File: src/rtl/rtcbm_pkg.sv
// Shared types and constants for the three-wire burst master.
package rtcbm_pkg;

   // Input kind codes as they arrive on the request word.
   localparam logic [1:0] KIND_TICK       = 2'd0;
   localparam logic [1:0] KIND_BURST_READ = 2'd1;
   localparam logic [1:0] KIND_BURST_WRITE = 2'd2;
   localparam logic [1:0] KIND_LOAD_BYTE  = 2'd3;

   // Command bytes sent to the clock chip.
   localparam logic [7:0] CMD_BURST_READ  = 8'hBF;
   localparam logic [7:0] CMD_BURST_WRITE = 8'hBE;
   localparam logic [7:0] CMD_PROTECT     = 8'h8E;
   localparam logic [7:0] PROTECT_ON      = 8'h80;
   localparam logic [7:0] PROTECT_OFF     = 8'h00;

   // Reset value of the gap register.
   localparam logic [15:0] GAP_TICKS_RESET = 16'd2000;

   // Classified operation handed from the front to the back.
   typedef enum logic [1:0] {
      OP_TICK,
      OP_READ,
      OP_WRITE,
      OP_LOAD
   } op_type;

   // Request word as seen on the input port.
   typedef struct packed {
      logic [1:0] kind;
      logic [7:0] write_byte;
      logic [2:0] write_index;
      logic       data_in;
   } req_type;

   // Classified command held in the queue between front and back.
   typedef struct packed {
      op_type     op;
      logic [7:0] write_byte;
      logic [2:0] write_index;
      logic       data_in;
   } cmd_type;

   // Response word as seen on the result port.
   typedef struct packed {
      logic       chip_enable;
      logic       serial_clock;
      logic       data_out;
      logic       data_drive;
      logic [7:0] read_byte;
      logic [2:0] read_index;
      logic       read_valid;
      logic       busy_res;
      logic       done_res;
   } rsp_type;

endpackage

File: src/rtl/rtcbm_fifo.sv
// Small flip-flop queue with push/full and pop/empty handshakes.
module rtcbm_fifo #(
   parameter int WIDTH = 8,
   parameter int DEPTH = 2
) (
   input  logic             clock,
   input  logic             reset,
   input  logic             push,
   output logic             full,
   input  logic [WIDTH-1:0] push_data,
   input  logic             pop,
   output logic             empty,
   output logic [WIDTH-1:0] pop_data
);

   localparam int PtrW = (DEPTH > 1) ? $clog2(DEPTH) : 1;
   localparam int CntW = $clog2(DEPTH + 1);

   logic [WIDTH-1:0] mem_ff [DEPTH];
   logic [PtrW-1:0]  wr_ptr_ff, wr_ptr_in;
   logic [PtrW-1:0]  rd_ptr_ff, rd_ptr_in;
   logic [CntW-1:0]  count_ff, count_in;
   logic             do_push;
   logic             do_pop;

   assign full     = (count_ff == CntW'(DEPTH));
   assign empty    = (count_ff == '0);
   assign pop_data = mem_ff[rd_ptr_ff];
   assign do_push  = push && !full;
   assign do_pop   = pop && !empty;

   // Pointer and fill count updates.
   always_comb begin
      wr_ptr_in = wr_ptr_ff;
      rd_ptr_in = rd_ptr_ff;
      count_in  = count_ff;
      if (do_push) begin
         wr_ptr_in = (wr_ptr_ff == PtrW'(DEPTH - 1)) ? '0 : wr_ptr_ff + 1'b1;
      end
      if (do_pop) begin
         rd_ptr_in = (rd_ptr_ff == PtrW'(DEPTH - 1)) ? '0 : rd_ptr_ff + 1'b1;
      end
      if (do_push && !do_pop) begin
         count_in = count_ff + 1'b1;
      end else if (do_pop && !do_push) begin
         count_in = count_ff - 1'b1;
      end
   end

   always_ff @(posedge clock) begin
      if (reset) begin
         wr_ptr_ff <= '0;
         rd_ptr_ff <= '0;
         count_ff  <= '0;
      end else begin
         wr_ptr_ff <= wr_ptr_in;
         rd_ptr_ff <= rd_ptr_in;
         count_ff  <= count_in;
      end
   end

   // Storage needs no reset.
   always_ff @(posedge clock) begin
      if (do_push) begin
         mem_ff[wr_ptr_ff] <= push_data;
      end
   end

endmodule

File: src/rtl/rtcbm_front.sv
// Front end: accepts request words, classifies them and queues the commands.
module rtcbm_front
   import rtcbm_pkg::*;
#(
   parameter int QUEUE_DEPTH = 2
) (
   input  logic    clock,
   input  logic    reset,
   input  logic    req_push,
   output logic    req_full,
   input  req_type req_data,
   input  logic    cmd_pop,
   output logic    cmd_empty,
   output cmd_type cmd_data
);

   cmd_type cmd_in;

   // Turn the raw kind code into an operation.
   always_comb begin
      cmd_in.write_byte  = req_data.write_byte;
      cmd_in.write_index = req_data.write_index;
      cmd_in.data_in     = req_data.data_in;
      unique case (req_data.kind)
         KIND_TICK:        cmd_in.op = OP_TICK;
         KIND_BURST_READ:  cmd_in.op = OP_READ;
         KIND_BURST_WRITE: cmd_in.op = OP_WRITE;
         KIND_LOAD_BYTE:   cmd_in.op = OP_LOAD;
         default:          cmd_in.op = OP_TICK;
      endcase
   end

   // Command queue toward the sequencer.
   rtcbm_fifo #(
      .WIDTH($bits(cmd_type)),
      .DEPTH(QUEUE_DEPTH)
   ) u_cmd_queue (
      .clock    (clock),
      .reset    (reset),
      .push     (req_push),
      .full     (req_full),
      .push_data(cmd_in),
      .pop      (cmd_pop),
      .empty    (cmd_empty),
      .pop_data (cmd_data)
   );

endmodule

File: src/rtl/rtcbm_seq.sv
// Back end: pin sequencer, write buffer and gap register.
module rtcbm_seq
   import rtcbm_pkg::*;
#(
   parameter int BURST_BYTES = 8
) (
   input  logic        clock,
   input  logic        reset,
   input  logic        csr_write_enable,
   input  logic [15:0] csr_write_data,
   input  logic        cmd_empty,
   input  cmd_type     cmd_data,
   output logic        cmd_pop,
   input  logic        out_full,
   output logic        out_push,
   output rsp_type     out_data
);

   // Wide enough to count to BURST_BYTES and to index the eight-entry buffer.
   localparam int CntW = ($clog2(BURST_BYTES + 1) > 3) ? $clog2(BURST_BYTES + 1) : 3;

   typedef enum logic [3:0] {
      PH_IDLE,
      PH_RD_PULSE,
      PH_WR_PULSE,
      PH_RD_CMD,
      PH_RD_DATA,
      PH_WR_UNLK,
      PH_WR_BURST,
      PH_WR_GAP,
      PH_WR_LOCK
   } phase_type;

   phase_type       phase_ff, phase_in;
   logic [2:0]      bit_count_ff, bit_count_in;
   logic [CntW-1:0] byte_count_ff, byte_count_in;
   logic [7:0]      shift_ff, shift_in;
   logic            clock_half_ff, clock_half_in;
   logic [15:0]     gap_count_ff, gap_count_in;
   logic [15:0]     gap_ticks_ff;
   logic            ce_ff, ce_in;
   logic            sck_ff, sck_in;
   logic            dout_ff, dout_in;
   logic            drive_ff, drive_in;
   logic [7:0]      wbuf_ff [8];
   logic            step;
   logic            byte_end;
   logic [7:0]      rbyte;
   logic [2:0]      ridx;
   logic            rvalid;
   logic            done;

   // One command is carried out per cycle when the result queue has room.
   assign step     = !cmd_empty && !out_full;
   assign cmd_pop  = step;
   assign out_push = step;
   assign byte_end = (bit_count_ff == 3'd7);

   // Next state of the sequencer and the pins.
   always_comb begin
      phase_in      = phase_ff;
      bit_count_in  = bit_count_ff;
      byte_count_in = byte_count_ff;
      shift_in      = shift_ff;
      clock_half_in = clock_half_ff;
      gap_count_in  = gap_count_ff;
      ce_in         = ce_ff;
      sck_in        = sck_ff;
      dout_in       = dout_ff;
      drive_in      = drive_ff;
      rbyte         = '0;
      ridx          = '0;
      rvalid        = 1'b0;
      done          = 1'b0;
      if (step) begin
         unique case (cmd_data.op)
            OP_LOAD: begin
               // The buffer write happens in the storage block.
            end
            OP_READ, OP_WRITE: begin
               if (phase_ff == PH_IDLE) begin
                  phase_in = (cmd_data.op == OP_READ) ? PH_RD_PULSE : PH_WR_PULSE;
                  ce_in    = 1'b1;
                  sck_in   = 1'b0;
                  dout_in  = 1'b0;
                  drive_in = 1'b1;
               end
            end
            OP_TICK: begin
               unique case (phase_ff)
                  PH_IDLE: begin
                     // Pins hold what the last transaction left.
                  end
                  PH_RD_PULSE, PH_WR_PULSE: begin
                     ce_in         = 1'b0;
                     sck_in        = 1'b0;
                     dout_in       = 1'b0;
                     drive_in      = 1'b1;
                     byte_count_in = '0;
                     bit_count_in  = '0;
                     clock_half_in = 1'b0;
                     if (phase_ff == PH_RD_PULSE) begin
                        shift_in = CMD_BURST_READ;
                        phase_in = PH_RD_CMD;
                     end else begin
                        shift_in = CMD_PROTECT;
                        phase_in = PH_WR_UNLK;
                     end
                  end
                  PH_RD_CMD, PH_WR_UNLK, PH_WR_BURST, PH_WR_LOCK: begin
                     if (!clock_half_ff) begin
                        // Rising half: present the bit and raise the clock.
                        ce_in         = 1'b1;
                        drive_in      = 1'b1;
                        dout_in       = shift_ff[0];
                        sck_in        = 1'b1;
                        clock_half_in = 1'b1;
                     end else begin
                        sck_in        = 1'b0;
                        clock_half_in = 1'b0;
                        shift_in      = {1'b0, shift_ff[7:1]};
                        bit_count_in  = bit_count_ff + 1'b1;
                        if (byte_end) begin
                           bit_count_in = '0;
                           priority case (phase_ff)
                              PH_RD_CMD: begin
                                 phase_in      = PH_RD_DATA;
                                 drive_in      = 1'b0;
                                 dout_in       = 1'b0;
                                 byte_count_in = '0;
                                 shift_in      = '0;
                              end
                              PH_WR_UNLK: begin
                                 if (byte_count_ff == '0) begin
                                    byte_count_in = CntW'(1);
                                    shift_in      = PROTECT_OFF;
                                 end else begin
                                    ce_in         = 1'b0;
                                    phase_in      = PH_WR_BURST;
                                    byte_count_in = '0;
                                    shift_in      = CMD_BURST_WRITE;
                                 end
                              end
                              PH_WR_BURST: begin
                                 if (byte_count_ff < CntW'(BURST_BYTES - 1)) begin
                                    shift_in      = wbuf_ff[byte_count_ff[2:0]];
                                    byte_count_in = byte_count_ff + 1'b1;
                                 end else begin
                                    ce_in         = 1'b0;
                                    byte_count_in = '0;
                                    if (gap_ticks_ff == '0) begin
                                       phase_in = PH_WR_LOCK;
                                       shift_in = CMD_PROTECT;
                                    end else begin
                                       phase_in     = PH_WR_GAP;
                                       gap_count_in = gap_ticks_ff;
                                    end
                                 end
                              end
                              default: begin
                                 // Protect frame.
                                 if (byte_count_ff == '0) begin
                                    byte_count_in = CntW'(1);
                                    shift_in      = PROTECT_ON;
                                 end else begin
                                    ce_in         = 1'b0;
                                    phase_in      = PH_IDLE;
                                    byte_count_in = '0;
                                    done          = 1'b1;
                                 end
                              end
                           endcase
                        end
                     end
                  end
                  PH_WR_GAP: begin
                     gap_count_in = gap_count_ff - 1'b1;
                     if (gap_count_ff == 16'd1) begin
                        phase_in      = PH_WR_LOCK;
                        byte_count_in = '0;
                        shift_in      = CMD_PROTECT;
                        bit_count_in  = '0;
                        clock_half_in = 1'b0;
                     end
                  end
                  PH_RD_DATA: begin
                     if (!clock_half_ff) begin
                        // Sample on the rising half, LSB first.
                        sck_in        = 1'b1;
                        shift_in      = {cmd_data.data_in, shift_ff[7:1]};
                        clock_half_in = 1'b1;
                     end else begin
                        sck_in        = 1'b0;
                        clock_half_in = 1'b0;
                        bit_count_in  = bit_count_ff + 1'b1;
                        if (byte_end) begin
                           rvalid        = 1'b1;
                           rbyte         = shift_ff;
                           ridx          = byte_count_ff[2:0];
                           shift_in      = '0;
                           byte_count_in = byte_count_ff + 1'b1;
                           if (byte_count_ff >= CntW'(BURST_BYTES - 1)) begin
                              ce_in         = 1'b0;
                              phase_in      = PH_IDLE;
                              byte_count_in = '0;
                              done          = 1'b1;
                           end
                        end
                     end
                  end
                  default: begin
                     phase_in = PH_IDLE;
                  end
               endcase
            end
            default: begin
               phase_in = phase_ff;
            end
         endcase
      end
   end

   // Result word shows the pins after this step.
   always_comb begin
      out_data.chip_enable  = ce_in;
      out_data.serial_clock = sck_in;
      out_data.data_out     = dout_in;
      out_data.data_drive   = drive_in;
      out_data.read_byte    = rbyte;
      out_data.read_index   = ridx;
      out_data.read_valid   = rvalid;
      out_data.busy_res     = (phase_in != PH_IDLE);
      out_data.done_res     = done;
   end

   // Sequencer state, pins and gap register.
   always_ff @(posedge clock) begin
      if (reset) begin
         phase_ff      <= PH_IDLE;
         bit_count_ff  <= '0;
         byte_count_ff <= '0;
         shift_ff      <= '0;
         clock_half_ff <= 1'b0;
         gap_count_ff  <= '0;
         gap_ticks_ff  <= GAP_TICKS_RESET;
         ce_ff         <= 1'b0;
         sck_ff        <= 1'b0;
         dout_ff       <= 1'b0;
         drive_ff      <= 1'b0;
      end else begin
         phase_ff      <= phase_in;
         bit_count_ff  <= bit_count_in;
         byte_count_ff <= byte_count_in;
         shift_ff      <= shift_in;
         clock_half_ff <= clock_half_in;
         gap_count_ff  <= gap_count_in;
         ce_ff         <= ce_in;
         sck_ff        <= sck_in;
         dout_ff       <= dout_in;
         drive_ff      <= drive_in;
         if (csr_write_enable) begin
            gap_ticks_ff <= csr_write_data;
         end
      end
   end

   // Write buffer, loaded by its own word kind.
   always_ff @(posedge clock) begin
      if (step && (cmd_data.op == OP_LOAD)) begin
         wbuf_ff[cmd_data.write_index] <= cmd_data.write_byte;
      end
   end

`ifndef SYNTHESIS
   // A finished transaction leaves the block idle.
   assert property (@(posedge clock) disable iff (reset)
      (step && out_data.done_res) |-> !out_data.busy_res)
      else $error("done reported while still busy");

   // A completed read byte comes with the clock low and the line released.
   assert property (@(posedge clock) disable iff (reset)
      (step && out_data.read_valid) |-> (!out_data.serial_clock && !out_data.data_drive))
      else $error("read byte completed with clock high or line driven");

   // Idle always sits at the low half of a bit.
   assert property (@(posedge clock) disable iff (reset)
      (phase_ff == PH_IDLE) |-> !clock_half_ff)
      else $error("idle with clock half set");

   // The gap counter never sits at zero inside the gap.
   assert property (@(posedge clock) disable iff (reset)
      (phase_ff == PH_WR_GAP) |-> (gap_count_ff != '0))
      else $error("gap phase with zero count");
`endif

endmodule

File: src/rtl/rtc_three_wire_burst_master.sv
// Top level of the three-wire burst master for a serial clock chip.
//
//   Channel   Ports                                   Direction   Word
//   request   req_push, req_full, req_data            in          req_type
//   response  rsp_pop, rsp_empty, rsp_data            out         rsp_type
//   control   csr_write_enable, csr_write_data        in          gap ticks
//
// Each request word yields one response word; the sequencer handles one word per
// cycle while the response queue has room, so one word per cycle is sustained. A
// pushed word passes through the command queue and then the response queue before
// its response is visible. Reset is synchronous and clears both queues and the
// sequencer. A full response queue stalls the sequencer; the command queue then fills
// and raises req_full, while words already queued are kept.
module rtc_three_wire_burst_master
   import rtcbm_pkg::*;
#(
   parameter int BURST_BYTES = 8,
   parameter int QUEUE_DEPTH = 2
) (
   input  logic        clock,
   input  logic        reset,
   input  logic        req_push,
   output logic        req_full,
   input  req_type     req_data,
   input  logic        rsp_pop,
   output logic        rsp_empty,
   output rsp_type     rsp_data,
   input  logic        csr_write_enable,
   input  logic [15:0] csr_write_data
);

   cmd_type cmd_data;
   rsp_type seq_rsp;
   logic    cmd_empty;
   logic    cmd_pop;
   logic    out_full;
   logic    out_push;

   // Front end: classify and queue.
   rtcbm_front #(
      .QUEUE_DEPTH(QUEUE_DEPTH)
   ) u_front (
      .clock    (clock),
      .reset    (reset),
      .req_push (req_push),
      .req_full (req_full),
      .req_data (req_data),
      .cmd_pop  (cmd_pop),
      .cmd_empty(cmd_empty),
      .cmd_data (cmd_data)
   );

   // Back end: drive the pins.
   rtcbm_seq #(
      .BURST_BYTES(BURST_BYTES)
   ) u_seq (
      .clock           (clock),
      .reset           (reset),
      .csr_write_enable(csr_write_enable),
      .csr_write_data  (csr_write_data),
      .cmd_empty       (cmd_empty),
      .cmd_data        (cmd_data),
      .cmd_pop         (cmd_pop),
      .out_full        (out_full),
      .out_push        (out_push),
      .out_data        (seq_rsp)
   );

   // Response queue toward the consumer.
   rtcbm_fifo #(
      .WIDTH($bits(rsp_type)),
      .DEPTH(QUEUE_DEPTH)
   ) u_rsp_queue (
      .clock    (clock),
      .reset    (reset),
      .push     (out_push),
      .full     (out_full),
      .push_data(seq_rsp),
      .pop      (rsp_pop),
      .empty    (rsp_empty),
      .pop_data (rsp_data)
   );

endmodule
File: config.mk
export PLATFORM = sky130hd
export DESIGN_NAME = rtc_three_wire_burst_master
export DESIGN_NICKNAME = d
export VERILOG_FILES = /design/src/rtl/rtcbm_pkg.sv /design/src/rtl/rtcbm_fifo.sv /design/src/rtl/rtcbm_front.sv /design/src/rtl/rtcbm_seq.sv /design/src/rtl/rtc_three_wire_burst_master.sv
export SDC_FILE = /design/constraint.sdc
export NUM_CORES = 1
export LEC_CHECK = 0
export BUFFER_PORTS_ARGS = -buffer_cell sky130_fd_sc_hd__buf_2
export CORE_MARGIN = 5
export CORE_UTILIZATION = 40
export CTS_BUF_LIST = sky130_fd_sc_hd__clkbuf_16
export DETAILED_ROUTE_END_ITERATION = 10
export PLACE_DENSITY_LB_ADDON = 0.15
export SYNTH_ARGS = -nofsm -noshare
export SYNTH_HDL_FRONTEND = slang
export SYNTH_SLANG_ARGS = --single-unit
export TNS_END_PERCENT = 100
File: constraint.sdc
create_clock -name clock -period 3.35 [get_ports clock]
set_input_delay 0.67 -clock clock [delete_from_list [all_inputs] [get_ports clock]]
set_output_delay 0.67 -clock clock [all_outputs]
set_load 0.02 [all_outputs]
==> impl.org <==
** Floorplanning
- Num ports :: 55
- The initial utilization of the core area, before any placement, comes to 40.4%.
- The floorplan has 55 rows.
- The die is 161 um tall.
- Die X-Extent :: 161 um
- Placeable core region :: 22500 um2
- The die covers 25900 um2.

** Finish
- The number of antenna diodes in the final layout is 0.
- Area grow syn2layout :: 14.2%
- After filler insertion, the fill cell instance count of the layout stands at 2046.
- FF/Latch Area :: 5230 um2
- Fraction of layout instances using a drive strength above 1 :: 21.5%
- Number of nets in the finished design :: 896
- Combined area of the multi-input logic cells :: 3570 um2

** STA
- The final number of hold-violating endpoints was 0.
- Final setup viols :: 0
- The worst path in the final design needs a cycle of 2.86 ns, including I/O delays and setup.
- After layout, the worst path uses 85.5% of the clock period.
- Setup repair after global routing left no endpoint under its margin.
- At the pin with the least slew margin, the transition time is 1.04 ns.
- Final-report max-slew violation count :: 0
- In this run the tightest slew margin relative to its limit is 30.2%.
- Clock skew after layout :: 0.0124 ns
- Timing would allow up to 349 MHz.
- Final setup TNS :: 0 ns

** Clock tree
- The clock reaches the later pin of the worst-skew pair after 0.44 ns.
- The H-tree generated during clock tree synthesis spans 4 levels.
- Max Root-Sink Buffers :: 2
- Number of gates resized after CTS :: 0
- TritonCTS created 17 clock buffers.
- # Post-CTS Setup Buffers :: 0
- CTS saw 197 sinks.
- Number of hold-repair buffers added at the cts stage :: 0
- After clock tree synthesis, the clock-pin slew on the worst setup and hold paths is 0.08 ns.
- Cell chosen for the clock root :: clkbuf_16
- TritonCTS built the clock tree.

** Detailed routing
- Post-route DRC violation count :: 0
- In the final routed layout, each cell accounts on average for 20.2 um.
- After the first detailed-routing iteration, the DRC count stood at 719.
- After detailed routing, the total wire length is 23200 um.
- The pre-antenna-repair detailed-routing pass consisted of 5 iterations.
- Routed vias/inst :: 5.66
- The count of nets left with antenna violations once routing finished came out at 0.
- The detailed router placed 6496 vias in this run.

** Yosys
- Synthesis handed over a netlist of 787 instances.
- Count leader, synth :: edfxtp_1
- In this run the biggest area consumer among cell types represents 42.3% of the synthesized area.
- Count of distinct cell types in the synthesized netlist :: 69
- Portion of the post-synthesis area used by sequential elements :: 57.4%
- In the post-synthesis netlist, the biggest area contributors are edfxtp_1 42%, dfxtp_1 15%, mux2_2 3.6%, mux4_2 3.5%, nor2_1 3.4%.
- Leading post-synthesis cells by instance count :: 128 x edfxtp_1, 83 x nor2_1, 69 x dfxtp_1
- The biggest area contributor in the post-synthesis netlist is edfxtp_1.
- A synthesized cell averages 11.6 um2.
- Post-synth EDFFs :: 128
- Post-synthesis sequential element count :: 197
- Netlist area before placement :: 9100 um2
- FFs w/ async S/R, synth :: 0%
- Total nets after synthesis :: 834
- The most used flip-flop cell after synthesis is edfxtp_1.
- Number of warning messages in the yosys log :: 0

** Global routing
- Number of antenna violations at the first check in global routing :: 0
- Total gr overflow :: 0
- Global routing used 18.1% of the available tracks across all layers.
- The first global-routing pass estimated 36800 um of wire.
- Entering global routing, the biggest net connects 54 pins.
- The number of global-route vias before repair was 6548.

** Setup path
- Master of the slowest instance on the critical path :: or3b_1
- Crit path DAT :: 3.20 ns
- In this run the worst path has a maximum fanout of 6.
- STA classifies the critical path endpoint as a register.
- STA puts the critical path data required time at 3.68 ns.
- The signal on the critical path passes through mux2i_1 -> ha_1 -> or3b_1 -> nor4_4 -> o221a_2 -> mux2_2 -> a32o_1.
- Slowest cell delay on critical path :: 0.51 ns
- Setup CP Type :: register to register
- Type of origin of the critical path :: register

** Worst hold path
- Class of the most critical hold timing path :: input pin to register

** Power
- Power comes to 7.05 mW.
- Portion of total power attributed to sequential cells :: 45.4%
- Worst-case vdd ir drop :: 294 uV
- In this run the static leakage power is 3.66 nW.
- For this design the total switching power over the nets is 2.34 mW.
- Per report_power, the combinational group accounts for 25.9% of the total.
- Of the total power, the share spent switching nets is 33.2%.
- Per report_power, the clock group accounts for 28.7% of the total.
- Dividing total power by cell area gives a power density of 679 nW/um2.
- Internal power :: 4.71 mW

** Placement
- Port-buffer cells :: 54
- Global placement routability congestion :: 0.915
- Summed over all nets, the half-perimeter wirelength after detailed placement is 16600 um.

** Status
- Result of the run :: finished clean

** Run
- The tool flagged a number of max-cap violations equal to 0.
[metrics by stage]
step	hold slack, ns	cells	area, um2	worst slack (ns)	utilization [%]
final	0.417	1147	10400	0.486	46.1
after global routing	0.400	1147	10400	0.353	46.1
after CTS	0.397	1147	10400	0.518	46.1
after detailed placement	0.471	1115	9800	0.512	43.5
after global placement	0.460	1115	9800	0.617	43.5
after floorplan	0.449	787	9100	0.0951	-
[registers in the layout, indices dropped and copies added, names as in the netlist, 2 cells and up, named ones only]
name                          flops
u_front.u_cmd_queue.count_ff      2
u_front.u_cmd_queue.mem_ff       28
u_rsp_queue.count_ff              2
u_rsp_queue.mem_ff               36
u_seq.bit_count_ff                3
u_seq.byte_count_ff               4
u_seq.gap_count_ff               16
u_seq.gap_ticks_ff               16
u_seq.phase_ff                    4
u_seq.shift_ff                    8
u_seq.wbuf_ff                    64
[area by class of cell]
class	count	area share [%]
clock buffers	17	4.10
clock inverters	15	1.54
inverters	22	0.795
multi-input cells	518	34.4
flip-flops and latches	197	50.3
well taps	285	3.43
repair buffers	93	5.42
[worst paths after layout]
| path | endpoint | slack (ns) | startpoint | depth (start not counted) |
|---|---|---|---|---|
| hold / removal | u_front.u_cmd_queue.mem_ff[1][4]$_DFFE_PP_ | 0.42 | req_data[4] | 1 |
| hold reg to reg | u_seq.gap_count_ff[11]$_SDFFE_PP0P_ | 0.48 | u_seq.gap_count_ff[11]$_SDFFE_PP0P_ | 2 |
| setup / recovery | u_seq.shift_ff[5]$_SDFFE_PP0P_ | 0.49 | register | 7 |
| setup reg to reg | u_seq.shift_ff[5]$_SDFFE_PP0P_ | 0.49 | register | 7 |
[routing by layer]
layer | vias to the layer above | wire length [um] | GRT usage, %
met1 | 3224 | 10100 | 23.7
met4 | 0 | 465 | 5.85
met5 | - | 0 | 0
li1 | 3066 | - | -
met2 | 172 | 11600 | 30.8
met3 | 34 | 925 | 3.10
[power groups by stage]
stage	clock network (mW)	logic [mW]	registers [mW]
2_1_floorplan	0	1.30	3.16
3_3_place_gp	0	1.81	3.25
3_5_place_dp	0	1.84	3.27
4_1_cts	2.07	1.85	3.21
5_1_grt	2.18	2.00	3.24
6_report	2.02	1.82	3.20
[worst max-delay path, delay by kind of cell (launching register included)]
kind	cells	cell delay, ns
AOI/OAI and AO/OA	2	0.50
adders and majority gates	1	0.23
DFF	1	0.39
muxes	2	0.67
and+or+nand+nor	2	0.96
[cells in the final DEF (no fill, tap or decap), types with 5 or more instances in the layout]
master | Yosys | routed
nor4_1 | 9 | 9
buf_4 | 0 | 39
clkbuf_16 | 0 | 17
and2_1 | 19 | 19
a22o_1 | 5 | 5
xor2_1 | 11 | 11
o221a_2 | 5 | 5
nand2_1 | 57 | 57
nor3_1 | 22 | 22
nand4_1 | 7 | 7
mux2i_1 | 28 | 28
edfxtp_1 | 128 | 128
nand2b_1 | 6 | 6
or3_1 | 5 | 5
nor2b_1 | 9 | 9
inv_1 | 22 | 22
ha_1 | 12 | 12
buf_2 | 11 | 54
o31ai_1 | 6 | 6
o21ai_0 | 45 | 45
nand3_1 | 9 | 9
a21oi_1 | 41 | 41
a211oi_1 | 10 | 10
mux4_2 | 14 | 14
dfxtp_1 | 69 | 69
a2111oi_0 | 6 | 6
nor2_1 | 83 | 83
mux2_2 | 29 | 29
[cells by family (layout without fill, tap and decap cells)]
logic type / count (synthesis) / count (layout) / share of synthesized area (%)
adders and majority gates: 12 / 12 / 1.65
DFF: 197 / 197 / 57.4
xor gates and xnor gates: 14 / 14 / 1.35
muxes: 71 / 71 / 10.1
AOI/OAI and AO/OA: 163 / 163 / 11.8
buffers and inverters: 72 / 147 / 3.29
and+or+nand+nor: 258 / 258 / 14.3
No activity file was read; power rests on OpenSTA's default activity.
